**src/rtl/abpc_pkg.sv**
```systemverilog
`timescale 1ns / 1ps
`default_nettype none

package abpc_pkg;

  // Default frame limits (line buffer depth and row counter range)
  localparam int DEF_MAX_WIDTH  = 1024;
  localparam int DEF_MAX_HEIGHT = 1024;
  localparam int DEF_ADDR_W     = $clog2(DEF_MAX_WIDTH);

  // Configuration port
  localparam int CFG_W     = 11;
  localparam int CFG_IDX_W = 2;
  localparam int ALPHA_W   = 8;

  localparam logic [CFG_IDX_W-1:0] CFG_IMAGE_WIDTH     = 2'd0;
  localparam logic [CFG_IDX_W-1:0] CFG_IMAGE_HEIGHT    = 2'd1;
  localparam logic [CFG_IDX_W-1:0] CFG_ALPHA_THRESHOLD = 2'd2;

  localparam logic [CFG_W-1:0]   WIDTH_RESET     = 11'd1024;
  localparam logic [CFG_W-1:0]   HEIGHT_RESET    = 11'd1024;
  localparam logic [ALPHA_W-1:0] THRESHOLD_RESET = 8'd100;

  localparam int COL_W = 10;
  localparam int ROW_W = 10;

  localparam logic KIND_PIXEL = 1'b0;
  localparam logic KIND_PAD   = 1'b1;

  typedef enum logic [1:0] {
    CLASS_EMPTY    = 2'd0,
    CLASS_BORDER   = 2'd1,
    CLASS_INTERIOR = 2'd2
  } pixel_class_t;

  typedef struct packed {
    logic               kind;
    logic [ALPHA_W-1:0] alpha;
  } in_item_t;

  typedef struct packed {
    pixel_class_t     pixel_class;
    logic [COL_W-1:0] col;
    logic [ROW_W-1:0] row;
    logic             frame_end;
  } out_item_t;

  // Per-beat control bits handed from the position tracker to the classifier
  typedef struct packed {
    logic has_result;
    logic cur_t;
    logic first_col;
    logic last_col;
    logic frame_end;
    logic ok_center;
    logic ok_right;
    logic ok_left;
  } desc_flags_t;

endpackage

`default_nettype wire

```
**src/rtl/abpc_ram.sv**
```systemverilog
`timescale 1ns / 1ps
`default_nettype none

module abpc_ram #(
  parameter int WIDTH = 1,
  parameter int DEPTH = abpc_pkg::DEF_MAX_WIDTH,
  localparam int AW = $clog2(DEPTH)
) (
  input  wire logic             clk,
  input  wire logic             we,
  input  wire logic [AW-1:0]    waddr,
  input  wire logic [WIDTH-1:0] wdata,
  input  wire logic             re,
  input  wire logic [AW-1:0]    raddr_a,
  input  wire logic [AW-1:0]    raddr_b,
  output logic      [WIDTH-1:0] rdata_a,
  output logic      [WIDTH-1:0] rdata_b
);

  logic [WIDTH-1:0] mem [DEPTH];

  always_ff @(posedge clk) begin
    if (we) begin
      mem[waddr] <= wdata;
    end
    if (re) begin
      rdata_a <= mem[raddr_a];
      rdata_b <= mem[raddr_b];
    end
  end

endmodule

`default_nettype wire

```
**src/rtl/abpc_pos.sv**
```systemverilog
`timescale 1ns / 1ps
`default_nettype none

module abpc_pos #(
  parameter int MAX_WIDTH  = abpc_pkg::DEF_MAX_WIDTH,
  parameter int MAX_HEIGHT = abpc_pkg::DEF_MAX_HEIGHT,
  localparam int AW = $clog2(MAX_WIDTH)
) (
  input  wire logic                                clk,
  input  wire logic                                rst,
  input  wire logic                                cfg_we,
  input  wire logic [abpc_pkg::CFG_IDX_W-1:0]      cfg_index,
  input  wire logic [abpc_pkg::CFG_W-1:0]          cfg_data,
  input  wire logic                                accept,
  input  wire abpc_pkg::in_item_t                  item,
  output abpc_pkg::desc_flags_t                    flags,
  output logic      [AW-1:0]                       col,
  output logic      [abpc_pkg::ROW_W-1:0]          row,
  output logic      [AW-1:0]                       addr_right,
  output logic      [AW-1:0]                       addr_left
);

  import abpc_pkg::*;

  localparam int WW  = $clog2(MAX_WIDTH + 1);
  localparam int HW  = $clog2(MAX_HEIGHT + 1);
  localparam int CWW = (WW > CFG_W) ? WW : CFG_W;
  localparam int CHW = (HW > CFG_W) ? HW : CFG_W;

  logic [CFG_W-1:0]   image_width;
  logic [CFG_W-1:0]   image_height;
  logic [ALPHA_W-1:0] alpha_threshold;

  logic [AW-1:0] col_count;
  logic [HW-1:0] row_count;
  // columns 0..fill-1 have been written since the buffers were last cleared
  logic [WW-1:0] fill;

  logic [CWW-1:0] w_raw;
  logic [CHW-1:0] h_raw;
  logic [WW-1:0]  w_eff;
  logic [HW-1:0]  h_eff;
  logic [WW-1:0]  col_inc;
  logic           flush;

  always_comb begin
    w_raw = CWW'(image_width);
    h_raw = CHW'(image_height);

    if (w_raw == '0) begin
      w_eff = WW'(1);
    end else if (w_raw > CWW'(MAX_WIDTH)) begin
      w_eff = WW'(MAX_WIDTH);
    end else begin
      w_eff = WW'(w_raw);
    end

    if (h_raw == '0) begin
      h_eff = HW'(1);
    end else if (h_raw > CHW'(MAX_HEIGHT)) begin
      h_eff = HW'(MAX_HEIGHT);
    end else begin
      h_eff = HW'(h_raw);
    end

    // a width shrunk mid-row pins the column to the new last one
    col     = (WW'(col_count) >= w_eff) ? AW'(w_eff - WW'(1)) : col_count;
    col_inc = WW'(col) + WW'(1);
    flush   = (row_count >= h_eff);

    flags.has_result = (row_count != '0);
    flags.cur_t      = flush || (item.kind == KIND_PAD) || (item.alpha < alpha_threshold);
    flags.first_col  = (col == '0);
    flags.last_col   = (col_inc >= w_eff);
    flags.frame_end  = flush && (col_inc >= w_eff);
    flags.ok_center  = (col_inc <= fill);
    flags.ok_right   = (col_inc < fill);
    flags.ok_left    = (WW'(col) <= fill);

    row        = ROW_W'(row_count - HW'(1));
    addr_right = col + AW'(1);
    addr_left  = col - AW'(1);
  end

  always_ff @(posedge clk) begin
    if (rst) begin
      image_width     <= WIDTH_RESET;
      image_height    <= HEIGHT_RESET;
      alpha_threshold <= THRESHOLD_RESET;
    end else if (cfg_we) begin
      unique case (cfg_index)
        CFG_IMAGE_WIDTH:     image_width     <= cfg_data;
        CFG_IMAGE_HEIGHT:    image_height    <= cfg_data;
        CFG_ALPHA_THRESHOLD: alpha_threshold <= cfg_data[ALPHA_W-1:0];
        default: ;
      endcase
    end
  end

  always_ff @(posedge clk) begin
    if (rst) begin
      col_count <= '0;
      row_count <= '0;
      fill      <= '0;
    end else if (accept) begin
      if (flags.last_col) begin
        col_count <= '0;
        row_count <= flush ? '0 : row_count + HW'(1);
      end else begin
        col_count <= AW'(col_inc);
      end

      if (flags.frame_end) begin
        fill <= '0;
      end else if (col_inc > fill) begin
        fill <= col_inc;
      end
    end
  end

endmodule

`default_nettype wire

```
**src/rtl/abpc_core.sv**
```systemverilog
`timescale 1ns / 1ps
`default_nettype none

module abpc_core #(
  parameter int AW = abpc_pkg::DEF_ADDR_W
) (
  input  wire logic                          clk,
  input  wire logic                          rst,
  input  wire logic                          accept,
  input  wire abpc_pkg::desc_flags_t         flags,
  input  wire logic [AW-1:0]                 col,
  input  wire logic [abpc_pkg::ROW_W-1:0]    row,
  input  wire logic                          prev_c,
  input  wire logic                          prev_r,
  input  wire logic                          older_c,
  input  wire logic                          older_l,
  output logic                               free,
  output logic                               out_valid,
  input  wire logic                          out_ready,
  output abpc_pkg::out_item_t                out_data,
  output logic                               wr_en,
  output logic      [AW-1:0]                 wr_addr,
  output logic                               wr_prev,
  output logic                               wr_older
);

  import abpc_pkg::*;

  logic                s1_valid;
  desc_flags_t         s1_flags;
  logic [AW-1:0]       s1_col;
  logic [ROW_W-1:0]    s1_row;

  // write of the beat that left stage 1 as this one was read; the RAM
  // returned pre-write data for that address
  logic                fwd_en;
  logic [AW-1:0]       fwd_col;
  logic                fwd_prev;
  logic                fwd_older;

  logic         hit_c;
  logic         hit_r;
  logic         hit_l;
  logic         center;
  logic         up;
  logic         right;
  logic         left;
  logic         advance;
  pixel_class_t cls;

  always_comb begin
    hit_c = fwd_en && (fwd_col == s1_col);
    hit_r = fwd_en && (fwd_col == s1_col + AW'(1));
    hit_l = fwd_en && (fwd_col == s1_col - AW'(1));

    // entries not written since the last clear read as transparent
    if (hit_c) begin
      center = fwd_prev;
      up     = fwd_older;
    end else if (s1_flags.ok_center) begin
      center = prev_c;
      up     = older_c;
    end else begin
      center = 1'b1;
      up     = 1'b1;
    end

    if (s1_flags.last_col) begin
      right = 1'b1;
    end else if (hit_r) begin
      right = fwd_prev;
    end else if (s1_flags.ok_right) begin
      right = prev_r;
    end else begin
      right = 1'b1;
    end

    if (s1_flags.first_col) begin
      left = 1'b1;
    end else if (hit_l) begin
      left = fwd_older;
    end else if (s1_flags.ok_left) begin
      left = older_l;
    end else begin
      left = 1'b1;
    end

    if (center) begin
      cls = CLASS_EMPTY;
    end else if (up || left || right || s1_flags.cur_t) begin
      cls = CLASS_BORDER;
    end else begin
      cls = CLASS_INTERIOR;
    end

    advance  = s1_valid && (!s1_flags.has_result || !out_valid || out_ready);
    free     = !s1_valid || advance;

    wr_en    = advance;
    wr_addr  = s1_col;
    wr_prev  = s1_flags.cur_t;
    wr_older = center;
  end

  always_ff @(posedge clk) begin
    if (rst) begin
      s1_valid <= 1'b0;
      fwd_en   <= 1'b0;
    end else begin
      if (accept) begin
        s1_valid <= 1'b1;
        // a frame-end beat clears the buffers, so nothing carries over
        fwd_en   <= advance && !s1_flags.frame_end;
      end else if (advance) begin
        s1_valid <= 1'b0;
      end
    end
  end

  always_ff @(posedge clk) begin
    if (accept) begin
      s1_flags  <= flags;
      s1_col    <= col;
      s1_row    <= row;
      fwd_col   <= s1_col;
      fwd_prev  <= s1_flags.cur_t;
      fwd_older <= center;
    end
  end

  always_ff @(posedge clk) begin
    if (rst) begin
      out_valid <= 1'b0;
    end else if (advance && s1_flags.has_result) begin
      out_valid <= 1'b1;
    end else if (out_ready) begin
      out_valid <= 1'b0;
    end
  end

  always_ff @(posedge clk) begin
    if (advance && s1_flags.has_result) begin
      out_data.pixel_class <= cls;
      out_data.col         <= COL_W'(s1_col);
      out_data.row         <= s1_row;
      out_data.frame_end   <= s1_flags.frame_end;
    end
  end

endmodule

`default_nettype wire

```
**src/rtl/alpha_boundary_pixel_classifier.sv**
```systemverilog
`timescale 1ns / 1ps
`default_nettype none

// Classifies a raster-order alpha stream as empty, border or interior pixels
// (4-neighbour boundary test against alpha_threshold; outside the image is
// transparent). Results trail the input by one row: row zero gives no beats,
// and after each frame the host sends image_width pad beats to flush the last
// row, whose final result carries frame_end. One pixel is taken every clock;
// pixels wait in stage 1, results in the output register; out_ready low
// stalls the input only once the output register and the stage behind it are
// both full. Two line buffers of MAX_WIDTH bits, each one RAM with one write
// and two registered reads per clock, hold the transparency of the last two
// rows; a fill count marks what was written this frame, so reset and frame
// end need no clearing pass. Write configuration only while no pixel is in
// flight; width and height of zero act as one and values above the maximum
// act as the maximum.

module alpha_boundary_pixel_classifier #(
  parameter int MAX_WIDTH  = abpc_pkg::DEF_MAX_WIDTH,
  parameter int MAX_HEIGHT = abpc_pkg::DEF_MAX_HEIGHT
) (
  input  wire logic                            clk,
  input  wire logic                            rst,
  input  wire logic                            in_valid,
  output logic                                 in_ready,
  input  wire abpc_pkg::in_item_t              in_data,
  output logic                                 out_valid,
  input  wire logic                            out_ready,
  output abpc_pkg::out_item_t                  out_data,
  input  wire logic                            cfg_we,
  input  wire logic [abpc_pkg::CFG_IDX_W-1:0]  cfg_index,
  input  wire logic [abpc_pkg::CFG_W-1:0]      cfg_data
);

  import abpc_pkg::*;

  localparam int AW = $clog2(MAX_WIDTH);

  logic             accept;
  desc_flags_t      flags;
  logic [AW-1:0]    col;
  logic [ROW_W-1:0] row;
  logic [AW-1:0]    addr_right;
  logic [AW-1:0]    addr_left;
  logic             prev_c;
  logic             prev_r;
  logic             older_c;
  logic             older_l;
  logic             wr_en;
  logic [AW-1:0]    wr_addr;
  logic             wr_prev;
  logic             wr_older;

  assign accept = in_valid && in_ready;

  abpc_pos #(
    .MAX_WIDTH  (MAX_WIDTH),
    .MAX_HEIGHT (MAX_HEIGHT)
  ) u_pos (
    .clk        (clk),
    .rst        (rst),
    .cfg_we     (cfg_we),
    .cfg_index  (cfg_index),
    .cfg_data   (cfg_data),
    .accept     (accept),
    .item       (in_data),
    .flags      (flags),
    .col        (col),
    .row        (row),
    .addr_right (addr_right),
    .addr_left  (addr_left)
  );

  // transparency of the row above the one being classified
  abpc_ram #(
    .WIDTH (1),
    .DEPTH (MAX_WIDTH)
  ) u_prev_row (
    .clk     (clk),
    .we      (wr_en),
    .waddr   (wr_addr),
    .wdata   (wr_prev),
    .re      (accept),
    .raddr_a (col),
    .raddr_b (addr_right),
    .rdata_a (prev_c),
    .rdata_b (prev_r)
  );

  // transparency of the row before that
  abpc_ram #(
    .WIDTH (1),
    .DEPTH (MAX_WIDTH)
  ) u_older_row (
    .clk     (clk),
    .we      (wr_en),
    .waddr   (wr_addr),
    .wdata   (wr_older),
    .re      (accept),
    .raddr_a (col),
    .raddr_b (addr_left),
    .rdata_a (older_c),
    .rdata_b (older_l)
  );

  abpc_core #(
    .AW (AW)
  ) u_core (
    .clk       (clk),
    .rst       (rst),
    .accept    (accept),
    .flags     (flags),
    .col       (col),
    .row       (row),
    .prev_c    (prev_c),
    .prev_r    (prev_r),
    .older_c   (older_c),
    .older_l   (older_l),
    .free      (in_ready),
    .out_valid (out_valid),
    .out_ready (out_ready),
    .out_data  (out_data),
    .wr_en     (wr_en),
    .wr_addr   (wr_addr),
    .wr_prev   (wr_prev),
    .wr_older  (wr_older)
  );

endmodule

`default_nettype wire

```
**config.mk**
```make
export PLATFORM = sky130hd
export DESIGN_NAME = alpha_boundary_pixel_classifier
export DESIGN_NICKNAME = d
export VERILOG_FILES = /design/src/rtl/abpc_pkg.sv /design/src/rtl/abpc_ram.sv /design/src/rtl/abpc_pos.sv /design/src/rtl/abpc_core.sv /design/src/rtl/alpha_boundary_pixel_classifier.sv
export SDC_FILE = /design/constraint.sdc
export NUM_CORES = 2
export LEC_CHECK = 0
export ABC_AREA = 1
export BUFFER_PORTS_ARGS = -buffer_cell sky130_fd_sc_hd__buf_2
export CAP_MARGIN = 40
export CORE_ASPECT_RATIO = 1.4
export CORE_MARGIN = 2
export CORE_UTILIZATION = 35
export CTS_BUF_LIST = sky130_fd_sc_hd__clkbuf_8
export DETAILED_ROUTE_END_ITERATION = 6
export PLACE_DENSITY_LB_ADDON = 0.3
export SLEW_MARGIN = 10
export SYNTH_ARGS = -nofsm -noshare
export SYNTH_HDL_FRONTEND = slang
export SYNTH_HIERARCHICAL = 1
export SYNTH_SLANG_ARGS = --single-unit
```
**constraint.sdc**
```tcl
create_clock -name clk -period 16.4 [get_ports clk]
set_clock_uncertainty 0.05 [all_clocks]
set_input_delay 2.46 -clock clk [delete_from_list [all_inputs] [get_ports clk]]
set_output_delay 2.46 -clock clk [all_outputs]
set_load 0.05 [all_outputs]
```
==> reports/metrics.cfg <==
[setup_path]
end_kind=register
crit_type=reg2reg
start_kind=register
r2r_slack_ns=8.51
r2r-end=u_prev_row/rdata_b
crit_path_end=u_prev_row/rdata_b
crit_fanout=51
reg2reg_depth=27
crit_arrival_ns=8.61
r2r_start=u_pos/image_width[2]
critPathRequiredTime_ns=17.12
startpoint=u_pos/image_width[2]

[route]
firstDrtPassIters=7
via_count=111000
ant_nets=0
wl_per_cell_um=25.1
drt_iter0_drc=13400
vias_per_cell=5.73
drc=1
wirelength_um=487000

[grt]
grt_pass1_vias=106000
grt.total_usage_pct=26.7
antenna_found_initial=14
grt_max_degree=266
gr-total-overflow=0
grt_pass1_wl_um=704000

[timing]
hold_violations=0
maxSlewViolCount=0
whs_ns=0.358
setup_viol_count_final=0
relSlewSlack_pct=26.1
worst_slack_ns=8.51
tightest_slew_ns=1.11
min_period_over_period_pct=48.1
setup_tns_ns=0
rsz0062_at_grt=no
min_period_ns=7.89
max_freq_mhz=127

[synthesis]
synth_fp_nets=15000
yosysWarnings=6
synth_cell_types=51
ys_ff_latch=2180
avgSynthCellArea_sq_um=8.14
synth_ff_type=edfxtp_1
ys_seq_area_share_pct=53.3
synth_edf_count=2115
async_flop_share_pct=0
synthCells=15000
netlist_area_sq_um=122000

[clock_tree]
cts-root-buf=clkbuf_8
ctsHoldBuffers=0
htreeDepth=5
cts_tree=built
worstSkewPairLatency_ns=1.03
clock_path_buffers=4
numCtsBuffers=383
clock_sinks=2180
cts.reportedPaths.clkPinSlew_ns=0.07
post-cts-setup-buffers=0
cts_resized=0

[place]
port_buffers=51
place_hpwl_um=257000
gp_routability_congestion=0.867
placed_cells=18700
pre_cts_slack_ns=8.71

[cells_and_area]
area_growth_pct=8.49
fin_cells=19400
fin_nets=14500
layout-drive-gt1-share_pct=6.74

[job]
maxCapViolCount=0

[floorplanning]
core-area_sq_um=347000
die_w_um=502
die_area_sq_um=352000
rows=256
initial_core_util_pct=35.1
io_pins=52
die_y_um=702

[power]
power_density_nw_per_um2=211
ir_drop_mv=0.283
power_leakage_nw=46.9

[run_status]
failed_checks=design-rule violations
status=finished with violations

[hold_path]
hp-class=reg2reg

==> per-layer routing <==
layer | global-route usage [%] | vias to the layer above | wire (um)
li1 | - | 49300 | -
met3 | 4.89 | 1732 | 48400
met4 | 17.7 | 4 | 36500
met1 | 31.1 | 53400 | 172000
met5 | 0 | - | 27
met2 | 44.8 | 6475 | 230000
==> kinds of logic after synthesis <==
group | count (synthesis) | share of synthesized area, %
xor gates and xnor gates | 20 | 0.162
adders and majority gates | 67 | 0.689
buffers and inverters | 1533 | 6.75
DFF | 2180 | 53.3
AOI/OAI and AO/OA | 131 | 0.605
and+or+nand+nor | 11000 | 38.5
==> placed cells by master (no fill, tap or decap), types with 15 or more instances in the layout <==
cell and count:
inv_1 335, buf_16 52, nor3_1 54, o21ai_0 44
nand2_2 54, ha_1 66, inv_2 15, a21oi_1 57
buf_8 37, dfxtp_1 65, edfxtp_1 2115, nor2_1 2191
nand3_1 4107, buf_2 55, nand4_1 29, clkinv_2 31
nand2_1 4526, clkbuf_8 397, clkinv_1 93, buf_4 214
buf_12 28
==> Yosys cell counts, types with 8 or more instances <==
master / instances / area [sq um]
o211ai_1: 8 / 60.1
clkbuf_1: 389 / 1460
buf_1: 111 / 417
xor2_1: 13 / 114
inv_1: 224 / 841
nand3_1: 4113 / 20600
o21ai_0: 44 / 220
buf_6: 218 / 2450
nor3_1: 63 / 315
nand2_1: 4573 / 17200
buf_4: 30 / 225
nand4_1: 29 / 181
a21oi_1: 57 / 285
edfxtp_1: 2115 / 63500
inv_2: 17 / 63.8
nor2_2: 9 / 56.3
buf_2: 533 / 2670
nand2_2: 9 / 56.3
ha_1: 67 / 838
dfxtp_1: 65 / 1300
nor2_1: 2195 / 8240
==> stage by stage <==
step | total power, W | instance area, sq um | util (%)
after floorplan | 0.0177 | 122000 | -
after global placement | 0.0225 | 123000 | 35.5
after detailed placement | 0.0228 | 125000 | 36.1
after CTS | 0.0275 | 132000 | 38.1
after global routing | 0.0291 | 132000 | 38.1
final | 0.0278 | 132000 | 38.1
==> how the worst min path moves through the flow <==
stage / cells past startpoint / start / slack, ns / endpoint
global route: 0 / u_core/s1_row[5] / 0.38 / u_core/out_data[6]
floorplan: 0 / u_core/s1_row[9] / 0.35 / u_core/out_data[10]
global placement: 0 / u_core/s1_row[2] / 0.35 / u_core/out_data[3]
CTS: 0 / u_core/s1_row[5] / 0.36 / u_core/out_data[6]
detailed placement: 0 / u_core/s1_row[7] / 0.36 / u_core/out_data[8]
finish: 0 / u_core/s1_row[5] / 0.36 / u_core/out_data[6]
==> cell type report <==
class                           instances  area, sq um
Sequential cell                      2180        64800
Fill cell                           35700       215000
Antenna cell                            7         17.5
Clock inverter                        269         1300
Tap cell                             4644         5810
Clock buffer                          397         5460
Inverter                              250         1150
Timing Repair Buffer                  391         4490
Multi-Input combinational cell      11200        49000
==> report_power, final <==
| group | internal (W) | switching [W] |
|---|---|---|
| logic | 0.00408 | 0.0124 |
| clock network | 0.00234 | 0.00237 |
| registers | 0.00662 | 0.0000488 |
==> worst max-delay path, stage by stage (launching register included) <==
cell	delay, ns
dfxtp_1	0.36
nor2_1	0.14
nand2_1	0.14
o21ai_4	0.35
inv_2	0.06
nor2_1	0.20
inv_1	0.10
ha_1	0.32
inv_1	0.07
nor2_1	0.05
a21oi_2	0.21
nand4_4	0.30
o21ai_0	0.76
ha_4	0.75
buf_4	0.55
buf_4	0.75
buf_4	0.77
nand3_1	0.18
nand3_1	0.13
nand3_1	0.13
nand3_1	0.14
nand3_1	0.28
nand3_1	0.20
nand2_1	0.16
nand2_1	0.10
nand3_1	0.06
nand3_1	0.07
nand2_1	0.08
==> state kept, by name, indices dropped and copies added (netlist names), 7 cells and up <==
| name | count |
|---|---|
| u_pos/image_width | 11 |
| u_prev_row/mem | 1024 |
| u_pos/fill | 11 |
| u_core/fwd_col | 10 |
| u_pos/h_raw | 11 |
| u_older_row/mem | 1024 |
| u_core/wr_addr | 10 |
| u_core/s1_flags | 7 |
| u_core/s1_row | 10 |
| u_pos/alpha_threshold | 8 |
| u_pos/col_count | 10 |
| u_core/out_data | 23 |
| u_pos/row_count | 11 |
Note: power is estimated with default switching activity, not from simulation.
